File: config.mk
export PLATFORM = sky130hd
export DESIGN_NAME = console_line_editor_tokenizer
export DESIGN_NICKNAME = d
export VERILOG_FILES = /design/src/rtl/core/cle_pkg.sv /design/src/rtl/core/console_line_editor_tokenizer.sv /design/src/rtl/core/cle_ram.sv /design/src/rtl/core/cle_seq.sv
export SDC_FILE = /design/constraint.sdc
export NUM_CORES = 1
export LEC_CHECK = 0
export BUFFER_PORTS_ARGS = -buffer_cell sky130_fd_sc_hd__clkbuf_2
export CAP_MARGIN = 20
export CELL_PAD_IN_SITES_DETAIL_PLACEMENT = 1
export CELL_PAD_IN_SITES_GLOBAL_PLACEMENT = 2
export CORE_MARGIN = 1.5
export CORE_UTILIZATION = 35
export DETAILED_ROUTE_END_ITERATION = 12
export PLACE_DENSITY_LB_ADDON = 0.1
export SLEW_MARGIN = 10
export SYNTH_ARGS = -nofsm -noshare
export SYNTH_HDL_FRONTEND = slang
export SYNTH_HIERARCHICAL = 1
export SYNTH_SLANG_ARGS = --single-unit
File: constraint.sdc
create_clock -name clock -period 5.5 [get_ports clock]
set_input_delay 0.825 -clock clock [delete_from_list [all_inputs] [get_ports clock]]
set_output_delay 0.825 -clock clock [all_outputs]
set_load 0.1 [all_outputs]
File: src/rtl/core/cle_pkg.sv
`default_nettype none

package cle_pkg;

   // Default sizes
   localparam int LINE_DEPTH_DEF = 64;
   localparam int MAX_ARGS_DEF   = 8;

   // Register map (byte address bit 2 selects the register)
   localparam logic REG_LINE_SIZE = 1'b0;
   localparam logic REG_ECHO      = 1'b1;

   localparam logic [6:0] LINE_SIZE_RST = 7'd64;
   localparam logic       ECHO_RST      = 1'b1;

   // Input word kinds
   localparam logic [1:0] KIND_RX     = 2'd0;
   localparam logic [1:0] KIND_FINISH = 2'd1;
   localparam logic [1:0] KIND_READ   = 2'd2;
   localparam logic [1:0] KIND_ACK    = 2'd3;

   // Result word kinds
   localparam logic [1:0] OUT_ECHO  = 2'd0;
   localparam logic [1:0] OUT_SPAN  = 2'd1;
   localparam logic [1:0] OUT_READ  = 2'd2;
   localparam logic [1:0] OUT_READY = 2'd3;

   // Characters
   localparam logic [7:0] CH_NUL   = 8'h00;
   localparam logic [7:0] CH_CTRLC = 8'h03;
   localparam logic [7:0] CH_BS    = 8'h08;
   localparam logic [7:0] CH_TAB   = 8'h09;
   localparam logic [7:0] CH_LF    = 8'h0A;
   localparam logic [7:0] CH_CR    = 8'h0D;
   localparam logic [7:0] CH_SPACE = 8'h20;
   localparam logic [7:0] CH_TILDE = 8'h7E;
   localparam logic [7:0] CH_DEL   = 8'h7F;

   typedef struct packed {
      logic [1:0] kind;
      logic [7:0] rx_byte;
      logic [5:0] read_index;
   } req_type;

   typedef struct packed {
      logic [1:0] out_kind;
      logic [7:0] out_byte;
      logic [5:0] arg_start;
      logic [5:0] arg_length;
      logic [4:0] arg_count;
      logic       busy_res;
      logic       stop_request;
      logic       last;
   } rsp_type;

   // Microcode
   localparam int UA_W = 5;

   typedef enum logic [2:0] {
      UOP_ECHO_K,    // echo the constant character of the word
      UOP_ECHO_RX,   // echo the received character
      UOP_READ_OUT,  // return the line byte read
      UOP_SCAN,      // one line position per cycle, loops until done
      UOP_JZ,        // jump if no arguments, else mark running
      UOP_SPAN,      // one span per result, loops over all spans
      UOP_READY      // command ready with argument count
   } uop_type;

   typedef struct packed {
      uop_type         op;
      logic [7:0]      chr;
      logic            last;
      logic            fin;
      logic [UA_W-1:0] tgt;
   } ucode_type;

   // Program entry points
   localparam logic [UA_W-1:0] ENT_CHAR   = 5'd0;
   localparam logic [UA_W-1:0] ENT_BS     = 5'd1;
   localparam logic [UA_W-1:0] ENT_READ   = 5'd4;
   localparam logic [UA_W-1:0] ENT_FINISH = 5'd5;
   localparam logic [UA_W-1:0] ENT_LINE   = 5'd13;

   typedef struct packed {
      logic            start;
      logic [UA_W-1:0] entry;
      logic            adv;
      logic            argc_zero;
   } seq_stat_type;

   typedef struct packed {
      logic      active;
      ucode_type word;
   } seq_ctl_type;

   function automatic ucode_type uw(input uop_type op, input logic [7:0] chr,
                                    input logic last, input logic fin,
                                    input logic [UA_W-1:0] tgt);
      ucode_type w;
      w.op   = op;
      w.chr  = chr;
      w.last = last;
      w.fin  = fin;
      w.tgt  = tgt;
      return w;
   endfunction

   // Control store
   function automatic ucode_type ucode_rom(input logic [UA_W-1:0] a);
      ucode_type w;
      case (a)
         // printable character
         5'd0:  w = uw(UOP_ECHO_RX,  CH_NUL,   1'b1, 1'b1, 5'd0);
         // rub out
         5'd1:  w = uw(UOP_ECHO_K,   CH_BS,    1'b0, 1'b0, 5'd0);
         5'd2:  w = uw(UOP_ECHO_K,   CH_SPACE, 1'b0, 1'b0, 5'd0);
         5'd3:  w = uw(UOP_ECHO_K,   CH_BS,    1'b1, 1'b1, 5'd0);
         // line byte read
         5'd4:  w = uw(UOP_READ_OUT, CH_NUL,   1'b1, 1'b1, 5'd0);
         // new line and prompt
         5'd5:  w = uw(UOP_ECHO_K,   CH_CR,    1'b0, 1'b0, 5'd0);
         5'd6:  w = uw(UOP_ECHO_K,   CH_LF,    1'b0, 1'b0, 5'd0);
         5'd7:  w = uw(UOP_ECHO_K,   8'h53,    1'b0, 1'b0, 5'd0);
         5'd8:  w = uw(UOP_ECHO_K,   8'h48,    1'b0, 1'b0, 5'd0);
         5'd9:  w = uw(UOP_ECHO_K,   8'h45,    1'b0, 1'b0, 5'd0);
         5'd10: w = uw(UOP_ECHO_K,   8'h4C,    1'b0, 1'b0, 5'd0);
         5'd11: w = uw(UOP_ECHO_K,   8'h4C,    1'b0, 1'b0, 5'd0);
         5'd12: w = uw(UOP_ECHO_K,   8'h3E,    1'b1, 1'b1, 5'd0);
         // end of line: tokenise, then report
         5'd13: w = uw(UOP_SCAN,     CH_NUL,   1'b0, 1'b0, 5'd0);
         5'd14: w = uw(UOP_JZ,       CH_NUL,   1'b0, 1'b0, ENT_FINISH);
         5'd15: w = uw(UOP_ECHO_K,   CH_CR,    1'b0, 1'b0, 5'd0);
         5'd16: w = uw(UOP_ECHO_K,   CH_LF,    1'b0, 1'b0, 5'd0);
         5'd17: w = uw(UOP_SPAN,     CH_NUL,   1'b0, 1'b0, 5'd0);
         5'd18: w = uw(UOP_READY,    CH_NUL,   1'b1, 1'b1, 5'd0);
         default: w = uw(UOP_ECHO_K, CH_NUL,   1'b1, 1'b1, 5'd0);
      endcase
      return w;
   endfunction

endpackage

`default_nettype wire

File: src/rtl/core/console_line_editor_tokenizer.sv
`default_nettype none

// Serial console line editor. Words of kind received byte are edited into a line store
// while no command runs; carriage return (or a full line) echoes CR LF, splits the line at
// spaces and tabs into at most MAX_ARGS spans and reports them with a command-ready word, or
// shows the prompt again for an empty line. A finish word ends the command and prompts; a
// read word returns one stored byte. Control is a small microprogram, one control word per
// cycle unless a word waits for the result side or loops. An input word is taken only while
// no microprogram runs; its results then follow one per cycle while the result side keeps
// up: a character echo is one control step, a rub-out three, a read one, a finish eight.
// A line end scans the line, one stored character per cycle through the single read port
// of the line store (the scan stops early once MAX_ARGS spans are found), then takes the
// decision step, then the steps that echo CR LF and report the spans and the count.
// New input words are taken again once the last result of the word is in the output
// register. Words that give no result (Ctrl-C while busy, stop acknowledge, dropped bytes)
// are taken back to back.
module console_line_editor_tokenizer #(
   parameter int LINE_DEPTH = cle_pkg::LINE_DEPTH_DEF,
   parameter int MAX_ARGS   = cle_pkg::MAX_ARGS_DEF
) (
   input  wire logic             clock,
   input  wire logic             reset,
   input  wire logic             req_valid,
   output logic                  req_ready,
   input  wire cle_pkg::req_type req_word,
   output logic                  rsp_valid,
   input  wire logic             rsp_ready,
   output cle_pkg::rsp_type      rsp_word,
   input  wire logic             csr_psel,
   input  wire logic             csr_penable,
   input  wire logic             csr_pwrite,
   input  wire logic [2:0]       csr_paddr,
   input  wire logic [31:0]      csr_pwdata,
   output logic      [31:0]      csr_prdata,
   output logic                  csr_pready
);

   localparam int AW   = (LINE_DEPTH > 1) ? $clog2(LINE_DEPTH) : 1;
   localparam int SZ_W = $clog2(LINE_DEPTH + 1);
   localparam int CW   = (SZ_W > 7) ? SZ_W : 7;
   localparam int ACW  = $clog2(MAX_ARGS + 1);
   localparam int SIW  = (MAX_ARGS > 1) ? $clog2(MAX_ARGS) : 1;

   // registers
   logic [6:0]     line_size_ff, line_size_in;
   logic           echo_ff, echo_in;
   logic [AW-1:0]  pos_ff, pos_in;
   logic           run_ff, run_in;
   logic           stop_ff, stop_in;
   logic [7:0]     rx_ff, rx_in;
   logic           oob_ff, oob_in;
   logic [AW-1:0]  scan_ff, scan_in;
   logic [AW-1:0]  start_ff, start_in;
   logic           in_arg_ff, in_arg_in;
   logic [ACW-1:0] argc_ff, argc_in;
   logic [SIW-1:0] sp_ff, sp_in;
   logic [AW-1:0]  span_start_ff [MAX_ARGS];
   logic [AW-1:0]  span_len_ff [MAX_ARGS];
   cle_pkg::rsp_type rsp_ff, rsp_in;
   logic           rsp_valid_ff, rsp_valid_in;

   // line store port
   logic           ram_we;
   logic [AW-1:0]  ram_waddr;
   logic [7:0]     ram_wdata;
   logic           ram_re;
   logic [AW-1:0]  ram_raddr;
   logic [7:0]     ram_rdata;

   cle_pkg::seq_stat_type stat;
   cle_pkg::seq_ctl_type  ctl;

   logic           acc;
   logic           cfg_wr;
   logic [CW-1:0]  size_eff, ls_ext, dep_c, pos_ext;
   logic [7:0]     rx;
   logic           is_rx, is_bsc;
   logic           d_line, d_bs, d_store, d_ctrlc, d_fin, d_read, d_ack;
   logic           out_free;
   logic           sep, rec, scan_done, sp_last;
   logic [ACW-1:0] argc_plus;
   logic           span_we;
   logic           want;
   logic [1:0]     o_kind;
   logic [7:0]     o_byte;
   logic [5:0]     o_start, o_len;
   logic [4:0]     o_cnt;

   cle_ram #(
      .WIDTH (8),
      .DEPTH (LINE_DEPTH)
   ) u_line (
      .clock (clock),
      .we    (ram_we),
      .waddr (ram_waddr),
      .wdata (ram_wdata),
      .re    (ram_re),
      .raddr (ram_raddr),
      .rdata (ram_rdata)
   );

   cle_seq u_seq (
      .clock (clock),
      .reset (reset),
      .stat  (stat),
      .ctl   (ctl)
   );

   assign req_ready = !ctl.active;
   assign acc       = req_valid && req_ready;
   assign out_free  = !rsp_valid_ff || rsp_ready;

   // decode of the incoming word
   always_comb begin
      ls_ext   = CW'(line_size_ff);
      dep_c    = CW'(LINE_DEPTH);
      size_eff = (ls_ext > dep_c) ? dep_c : ls_ext;
      pos_ext  = CW'(pos_ff);
      rx       = req_word.rx_byte;
      is_rx    = req_word.kind == cle_pkg::KIND_RX;
      is_bsc   = rx == cle_pkg::CH_BS || rx == cle_pkg::CH_DEL;
      d_line   = is_rx && !run_ff && (rx == cle_pkg::CH_CR || pos_ext >= size_eff);
      d_bs     = is_rx && !run_ff && !d_line && is_bsc && pos_ff != '0;
      d_store  = is_rx && !run_ff && !d_line && !is_bsc && (pos_ext + CW'(1) < size_eff)
                 && rx >= cle_pkg::CH_SPACE && rx <= cle_pkg::CH_TILDE;
      d_ctrlc  = is_rx && run_ff && rx == cle_pkg::CH_CTRLC;
      d_fin    = req_word.kind == cle_pkg::KIND_FINISH && run_ff;
      d_read   = req_word.kind == cle_pkg::KIND_READ;
      d_ack    = req_word.kind == cle_pkg::KIND_ACK;
   end

   // tokeniser step
   always_comb begin
      sep       = scan_ff == pos_ff || ram_rdata == cle_pkg::CH_SPACE
                  || ram_rdata == cle_pkg::CH_TAB;
      rec       = sep && in_arg_ff;
      argc_plus = argc_ff + ACW'(1);
      scan_done = scan_ff == pos_ff || (rec && argc_plus == ACW'(MAX_ARGS));
      sp_last   = ACW'(sp_ff) + ACW'(1) == argc_ff;
   end

   // datapath under microcode control
   always_comb begin
      pos_in       = pos_ff;
      run_in       = run_ff;
      stop_in      = stop_ff;
      rx_in        = rx_ff;
      oob_in       = oob_ff;
      scan_in      = scan_ff;
      start_in     = start_ff;
      in_arg_in    = in_arg_ff;
      argc_in      = argc_ff;
      sp_in        = sp_ff;
      rsp_in       = rsp_ff;
      rsp_valid_in = rsp_valid_ff && !rsp_ready;
      ram_we       = 1'b0;
      ram_waddr    = pos_ff;
      ram_wdata    = rx;
      ram_re       = 1'b0;
      ram_raddr    = AW'(req_word.read_index);
      span_we      = 1'b0;
      want         = 1'b0;
      o_kind       = cle_pkg::OUT_ECHO;
      o_byte       = cle_pkg::CH_NUL;
      o_start      = '0;
      o_len        = '0;
      o_cnt        = '0;
      stat.start   = 1'b0;
      stat.entry   = cle_pkg::ENT_CHAR;
      stat.adv     = 1'b0;
      stat.argc_zero = argc_ff == '0;

      if (ctl.active) begin
         unique case (ctl.word.op)
            cle_pkg::UOP_ECHO_K: begin
               want     = echo_ff;
               o_byte   = ctl.word.chr;
               stat.adv = !echo_ff || out_free;
            end
            cle_pkg::UOP_ECHO_RX: begin
               want     = echo_ff;
               o_byte   = rx_ff;
               stat.adv = !echo_ff || out_free;
            end
            cle_pkg::UOP_READ_OUT: begin
               want     = 1'b1;
               o_kind   = cle_pkg::OUT_READ;
               o_byte   = oob_ff ? cle_pkg::CH_NUL : ram_rdata;
               stat.adv = out_free;
            end
            cle_pkg::UOP_SCAN: begin
               stat.adv  = scan_done;
               scan_in   = scan_ff + AW'(1);
               ram_re    = 1'b1;
               ram_raddr = scan_ff + AW'(1);
               if (rec) begin
                  span_we   = 1'b1;
                  argc_in   = argc_plus;
                  in_arg_in = 1'b0;
               end else if (!sep && !in_arg_ff) begin
                  in_arg_in = 1'b1;
                  start_in  = scan_ff;
               end
            end
            cle_pkg::UOP_JZ: begin
               stat.adv = 1'b1;
               if (argc_ff == '0) begin
                  pos_in = '0;
               end else begin
                  run_in = 1'b1;
               end
            end
            cle_pkg::UOP_SPAN: begin
               want     = 1'b1;
               o_kind   = cle_pkg::OUT_SPAN;
               o_start  = 6'(span_start_ff[sp_ff]);
               o_len    = 6'(span_len_ff[sp_ff]);
               stat.adv = out_free && sp_last;
               if (out_free) begin
                  sp_in = sp_ff + SIW'(1);
               end
            end
            cle_pkg::UOP_READY: begin
               want     = 1'b1;
               o_kind   = cle_pkg::OUT_READY;
               o_cnt    = 5'(argc_ff);
               stat.adv = out_free;
            end
            default: begin
               stat.adv = 1'b1;
            end
         endcase
      end

      // load the output register
      if (ctl.active && want && out_free) begin
         rsp_valid_in        = 1'b1;
         rsp_in.out_kind     = o_kind;
         rsp_in.out_byte     = o_byte;
         rsp_in.arg_start    = o_start;
         rsp_in.arg_length   = o_len;
         rsp_in.arg_count    = o_cnt;
         rsp_in.busy_res     = run_ff;
         rsp_in.stop_request = stop_ff;
         rsp_in.last         = ctl.word.last;
      end

      // accept and dispatch
      if (acc) begin
         rx_in  = rx;
         oob_in = 32'(req_word.read_index) >= 32'(LINE_DEPTH);
         if (d_ctrlc) begin
            stop_in = 1'b1;
         end
         if (d_ack) begin
            stop_in = 1'b0;
         end
         if (d_bs) begin
            pos_in     = pos_ff - AW'(1);
            stat.start = 1'b1;
            stat.entry = cle_pkg::ENT_BS;
         end
         if (d_store) begin
            ram_we     = 1'b1;
            pos_in     = pos_ff + AW'(1);
            stat.start = 1'b1;
            stat.entry = cle_pkg::ENT_CHAR;
         end
         if (d_fin) begin
            pos_in     = '0;
            run_in     = 1'b0;
            stat.start = 1'b1;
            stat.entry = cle_pkg::ENT_FINISH;
         end
         if (d_read) begin
            ram_re     = 1'b1;
            stat.start = 1'b1;
            stat.entry = cle_pkg::ENT_READ;
         end
         if (d_line) begin
            ram_re     = 1'b1;
            ram_raddr  = '0;
            scan_in    = '0;
            in_arg_in  = 1'b0;
            argc_in    = '0;
            sp_in      = '0;
            stat.start = 1'b1;
            stat.entry = cle_pkg::ENT_LINE;
         end
      end
   end

   // configuration registers
   assign cfg_wr = csr_psel && csr_penable && csr_pwrite;

   always_comb begin
      line_size_in = line_size_ff;
      echo_in      = echo_ff;
      if (cfg_wr) begin
         unique case (csr_paddr[2])
            cle_pkg::REG_LINE_SIZE: line_size_in = csr_pwdata[6:0];
            cle_pkg::REG_ECHO:      echo_in      = csr_pwdata[0];
            default:                echo_in      = echo_ff;
         endcase
      end
   end

   always_comb begin
      unique case (csr_paddr[2])
         cle_pkg::REG_LINE_SIZE: csr_prdata = {25'd0, line_size_ff};
         cle_pkg::REG_ECHO:      csr_prdata = {31'd0, echo_ff};
         default:                csr_prdata = '0;
      endcase
   end

   assign csr_pready = 1'b1;

   // control state
   always_ff @(posedge clock) begin
      if (reset) begin
         line_size_ff <= cle_pkg::LINE_SIZE_RST;
         echo_ff      <= cle_pkg::ECHO_RST;
         pos_ff       <= '0;
         run_ff       <= 1'b0;
         stop_ff      <= 1'b0;
         rsp_valid_ff <= 1'b0;
      end else begin
         line_size_ff <= line_size_in;
         echo_ff      <= echo_in;
         pos_ff       <= pos_in;
         run_ff       <= run_in;
         stop_ff      <= stop_in;
         rsp_valid_ff <= rsp_valid_in;
      end
   end

   // payload and scan working registers
   always_ff @(posedge clock) begin
      rx_ff     <= rx_in;
      oob_ff    <= oob_in;
      scan_ff   <= scan_in;
      start_ff  <= start_in;
      in_arg_ff <= in_arg_in;
      argc_ff   <= argc_in;
      sp_ff     <= sp_in;
      rsp_ff    <= rsp_in;
      if (span_we) begin
         span_start_ff[argc_ff[SIW-1:0]] <= start_ff;
         span_len_ff[argc_ff[SIW-1:0]]   <= scan_ff - start_ff;
      end
   end

   assign rsp_valid = rsp_valid_ff;
   assign rsp_word  = rsp_ff;

endmodule

`default_nettype wire

File: src/rtl/core/cle_ram.sv
`default_nettype none

// Simple dual-port RAM, registered read
module cle_ram #(
   parameter int WIDTH = 8,
   parameter int DEPTH = 64
) (
   input  wire logic                                       clock,
   input  wire logic                                       we,
   input  wire logic [((DEPTH > 1) ? $clog2(DEPTH) : 1)-1:0] waddr,
   input  wire logic [WIDTH-1:0]                           wdata,
   input  wire logic                                       re,
   input  wire logic [((DEPTH > 1) ? $clog2(DEPTH) : 1)-1:0] raddr,
   output logic      [WIDTH-1:0]                           rdata
);

   logic [WIDTH-1:0] mem_ff [DEPTH];
   logic [WIDTH-1:0] rdata_ff;

   always_ff @(posedge clock) begin
      if (we) begin
         mem_ff[waddr] <= wdata;
      end
      if (re) begin
         rdata_ff <= mem_ff[raddr];
      end
   end

   assign rdata = rdata_ff;

endmodule

`default_nettype wire

File: src/rtl/core/cle_seq.sv
`default_nettype none

// Step counter and control store with conditional jump
module cle_seq (
   input  wire logic                 clock,
   input  wire logic                 reset,
   input  wire cle_pkg::seq_stat_type stat,
   output cle_pkg::seq_ctl_type      ctl
);

   logic                        act_ff, act_in;
   logic [cle_pkg::UA_W-1:0]    upc_ff, upc_in;
   cle_pkg::ucode_type          word;

   assign word = cle_pkg::ucode_rom(upc_ff);

   // next step
   always_comb begin
      act_in = act_ff;
      upc_in = upc_ff;
      if (stat.start) begin
         act_in = 1'b1;
         upc_in = stat.entry;
      end else if (act_ff && stat.adv) begin
         if (word.fin) begin
            act_in = 1'b0;
         end else if (word.op == cle_pkg::UOP_JZ && stat.argc_zero) begin
            upc_in = word.tgt;
         end else begin
            upc_in = upc_ff + cle_pkg::UA_W'(1);
         end
      end
   end

   always_ff @(posedge clock) begin
      if (reset) begin
         act_ff <= 1'b0;
         upc_ff <= '0;
      end else begin
         act_ff <= act_in;
         upc_ff <= upc_in;
      end
   end

   assign ctl.active = act_ff;
   assign ctl.word   = word;

endmodule

`default_nettype wire
==> flow_summary.ini, run 1 <==
[cells_and_area]
final_area_um2 = 34500
fin_util = 0.412
multi_input_area_um2 = 8190
layout.nets = 2014
area_growth_syn_to_layout_pct = 16.6
fillers = 8194
drive_gt1_frac = 0.264
regArea_um2 = 20800

[floorplan]
initial_core_util = 0.354
io_pins = 123
die_area_um2 = 86200
die_w_um = 294
coreArea_um2 = 83600
die_y_um = 294
rows = 106

[hold_path]
min_path_type = in -> reg

[worst_setup_path]
end_kind = register
worstSetupPathType = reg -> reg
crit_required_ns = 5.87
rrSetupSlack_ns = 0.49
arrival_ns = 5.38
start_kind = register
crit_fanout = 38

[pwr]
total_power_uw = 12300
power_leakage_uw = 0.0114
power.density_nw_per_um2 = 358
peakVddDrop_v = 0.000233

[global_routing]
antenna_found_initial = 2
grt_pass1_wl_um = 117000
grt.total_usage = 0.187
overflow = 0
grt_start_max_net_pins = 64
grt_pass1_vias = 17100

[detailed_routing]
wirelength_um = 79200
ant_nets = 0
drt-initial-drc-count = 1067
first_pass_iters = 5
via_count = 16100
wire_per_inst_um = 25.8
viasPerCell = 5.25
drc = 0

[clock_tree]
cts.sink_count = 708
clk-insertion-delay-late_ns = 0.64
cts_tree = yes
postCtsSetupBuffers = 0
path_clk_slew_ns = 0.06
cts_root_buf = clkbuf_16
cts_max_level = 3
cts_buffers = 80
clock_path_buffers = 3

[timing]
period_minus_slack_ns = 5.01
drv_slew = 0
hold_violations = 0
max_slew.worst_pin.slew_ns = 1.07
fin_ws_ns = 0.487
fin_skew_ns = 0.0330
finalSetupTns_ns = 0
setup_viol = 0
slew-limit-headroom = 0.286
max_freq_mhz = 199
post-route-period-util = 0.911
grt_setup_unrepaired = no

[status]
status = finished, final reports clean

[placement]
place_ws_ns = 0.118
io_buffers = 68
placed_area_um2 = 31900
place.gp.congestion = 0.795
post-dp-hpwl_um = 52400

[yosys]
synth_cells = 1719
synth.avg_cell_area_um2 = 17.2
syn_area_um2 = 29500
yosysWarnings = 6

[run]
maxCapViolations = 0
[path summary, 6_finish.rpt]
check	startpoint	to	cells after the start
setup / recovery	line_size_ff[6]$_SDFFE_PP1P_	u_line/rdata[1]$_DFFE_PP_	17
hold / removal	csr_pwdata[6]	line_size_ff[6]$_SDFFE_PP1P_	2
setup reg to reg	line_size_ff[6]$_SDFFE_PP1P_	u_line/rdata[1]$_DFFE_PP_	17
hold reg to reg	stop_ff$_SDFFE_PP0P_	rsp_word[1]$_DFFE_PP_	0
[layout make-up]
cell class	instances	share of cell area
Clock buffer	101	0.0622
Multi-Input combinational cell	896	0.238
Inverter	26	0.00283
Clock inverter	46	0.0127
Sequential cell	708	0.603
Antenna cell	1	0.0000726
Tap cell	1080	0.0392
Timing Repair Buffer	211	0.0425
[worst max-delay path: stages, from the launching register on]
cell and delay [ns]:
dfxtp_1 0.33, clkinv_1 0.22, nand2_1 0.17, ha_1 0.26, a21oi_1 0.16, nor2b_1 0.06, o21ai_0 0.34, nand3_1 0.19
and3_1 0.24, nor2_2 0.33, a22o_4 0.37, buf_12 0.33, buf_4 0.45, mux4_2 0.56, mux2i_1 0.24, o2111ai_1 0.22
nand2_1 0.17, o2bb2ai_1 0.07
[power by group]
group	internal [uW]	switching (uW)
logic	351	687
registers	5980	72.5
clock network	3020	2210
[sequential cells by signal, summed over array words and instances (netlist names), 3 cells and up]
signal,cells
rsp_word,29
u_seq/upc_ff,5
pos_ff,6
u_line/mem_ff,512
u_seq/word,12
argc_ff,4
u_line/rdata,8
span_start_ff,48
line_size_ff,7
sp_ff,3
start_ff,6
rx_ff,8
span_len_ff,48
scan_ff,6
[metal layers]
layer,up-vias,track usage,part of all wire
li1,7157,-,-
met1,8508,0.259,0.46
met2,323,0.307,0.48
met3,120,0.0249,0.033
met4,0,0.0532,0.025
met5,-,0,0
[per-stage QoR]
step | hold WS [ns] | instances
after floorplan | 0.409 | 1746
after global placement | 0.424 | 2921
after detailed placement | 0.423 | 2921
after CTS | 0.370 | 3068
after global routing | 0.389 | 3068
final | 0.405 | 3069
[layout by cell type (no fill, tap or decap), types with 16 or more instances in the layout]
cell type  instances
a21oi_1           37
nand2_1           76
mux4_2           150
nand3_1           28
nor3_1            22
mux2i_1           50
xnor2_1           17
xor2_1            18
clkbuf_16         81
clkbuf_2          68
inv_1             25
clkinv_1          18
edfxtp_1         659
ha_1              32
nor2b_1           31
nor2_1           171
clkbuf_1          16
dfxtp_1           48
o21ai_0           19
conb_1            30
buf_4            139
[what timing repair did]
action,CTS,global route
resized for setup,0,1
hold buffers,0,0
setup endpoints to repair,0,8
Note: power is estimated with default switching activity, not from simulation.
==> run 2: changes to the inputs <==
--- a/config.mk
+++ b/config.mk
@@ -10,7 +10,7 @@
 export CELL_PAD_IN_SITES_DETAIL_PLACEMENT = 1
 export CELL_PAD_IN_SITES_GLOBAL_PLACEMENT = 2
 export CORE_MARGIN = 1.5
-export CORE_UTILIZATION = 35
+export CORE_UTILIZATION = 47
 export DETAILED_ROUTE_END_ITERATION = 12
 export PLACE_DENSITY_LB_ADDON = 0.1
 export SLEW_MARGIN = 10
==> run 2 against run 1 <==
Effect of this change: power is 2.8% lower; non-clock buffer count fell by 15; sequential power about the same; cell count shrank 8.8%; sequential share of layout area up 1.1 points; largest cell class unchanged; combinational power about the same; via count fell by 0.81%.
==> flow_summary.ini, run 2 (synthesis gave the netlist of run 1 again) <==
[detailed_routing]
via_count = 16000
wirelength_um = 72900
wl_met2_um = 36400
drc = 0
top_layer = met4
viasPerCell = 5.71
first_pass_iters = 5
drt-initial-drc-count = 983
met1Wirelength_um = 31800
wire_per_inst_um = 26.0
ant_nets = 0
wl_met3_um = 2890

[worst_setup_path]
start_kind = register
end_kind = register
crit_required_ns = 5.86
arrival_ns = 5.40
worstSetupPathType = reg -> reg
crit_fanout = 24

[clock_tree]
cts_tree = yes
ctsResizeCount = 0
clk-insertion-delay-late_ns = 0.63
cts.sink_count = 708
cts_buffers = 75
cts_root_buf = clkbuf_16
path_clk_slew_ns = 0.06
cts_hold_buf = 0
clock_path_buffers = 3
cts_max_level = 3
postCtsSetupBuffers = 0

[pwr]
clockPowerShare = 0.410
seq_power_share = 0.505
power_leakage_uw = 0.0112
peakVddDrop_v = 0.000297
p_comb_frac = 0.085
power_switching_uw = 2840
power.density_nw_per_um2 = 354
p_int_uw = 9130
switching_share = 0.237

[floorplan]
die_y_um = 254
die_area_um2 = 64400
coreArea_um2 = 61900
die_w_um = 254
rows = 91
io_pins = 123
initial_core_util = 0.477

[global_routing]
grt_pass1_wl_um = 109000
grt_start_max_net_pins = 69
overflow = 0
antenna_found_initial = 2
grt_pass1_vias = 16900
grt.total_usage = 0.234

[cells_and_area]
layout.nets = 1994
regMostFlops = u_line/mem_ff
area_growth_syn_to_layout_pct = 14.6
final_cell_mix = 659 x edfxtp_1, 172 x nor2_1, 150 x mux4_2, 124 x buf_4, 76 x nand2_1
fin_util = 0.547
multi_input_area_um2 = 8190
largest_reg_flops = 512
fillers = 5779
regArea_um2 = 20800
final_area_um2 = 33900
drive_gt1_frac = 0.257
final_common_cell = edfxtp_1

[timing]
drv_slew = 0
setup_viol = 0
max_slew.worst_pin.slew_ns = 1.06
fin_skew_ns = 0.0268
fin_ws_ns = 0.465
max_freq_mhz = 199
finalSetupTns_ns = 0
period_minus_slack_ns = 5.03
grt_setup_unrepaired = no
post-route-period-util = 0.915
slew-limit-headroom = 0.291
hold_violations = 0
whs_ns = 0.429

[status]
status = finished, final reports clean

[run]
maxCapViolations = 0

[placement]
post-dp-hpwl_um = 47900
placed_area_um2 = 31500
place.gp.congestion = 0.795
place_ws_ns = 0.216
io_buffers = 68

[hold_path]
min_path_type = in -> reg
[run 2: power groups by stage]
stage | clock network (uW) | registers (uW) | logic, uW
global placement | 0 | 6160 | 1010
finish | 4910 | 6050 | 1020
detailed placement | 0 | 6160 | 1030
CTS | 5030 | 6050 | 1040
floorplan | 0 | 6200 | 674
global route | 5190 | 6050 | 1100
[run 2: layout make-up]
class,instances,area share
diodes,1,0.0000739
clock buffers,86,0.0567
clock inverters,49,0.0140
inverters,26,0.00288
multi-input cells,896,0.242
flip-flops and latches,708,0.614
well taps,837,0.0309
repair buffers,196,0.0399
[run 2: path summary, 6_finish.rpt]
check	from	to	slack (ns)	depth (start not counted)
worst max register to register	line_size_ff[6]$_SDFFE_PP1P_	u_line/rdata[3]$_DFFE_PP_	0.47	18
worst max-delay path	line_size_ff[6]$_SDFFE_PP1P_	u_line/rdata[3]$_DFFE_PP_	0.47	18
worst min-delay path	csr_pwdata[6]	line_size_ff[6]$_SDFFE_PP1P_	0.43	2
worst min register to register	stop_ff$_SDFFE_PP0P_	rsp_word[1]$_DFFE_PP_	0.48	0
[run 2: per-stage QoR]
stage | cells | total power, uW
final | 2799 | 12000
after global placement | 2663 | 7170
after CTS | 2798 | 12100
after detailed placement | 2663 | 7190
after floorplan | 1746 | 6870
after global routing | 2798 | 12300
[run 2: worst max-delay path: stages, from the launching register on]
cell and delay [ns]:
dfxtp_1 0.33, clkinv_1 0.18, nand2_1 0.19, ha_1 0.26, a21oi_1 0.16, nor2b_1 0.06, o21ai_0 0.37, nand3_1 0.16
and3_1 0.26, nor2_1 0.18, a22o_4 0.44, buf_4 0.50, buf_4 0.37, mux4_2 0.55, mux2i_1 0.27, a21oi_1 0.11
o21ai_1 0.10, o41ai_1 0.10, buf_4 0.16
[run 2: metal layers]
layer  GRT usage  up-vias
met5           0        -
met4      0.0673        0
met3      0.0352      112
met2       0.394      354
met1       0.317     8396
li1            -     7115
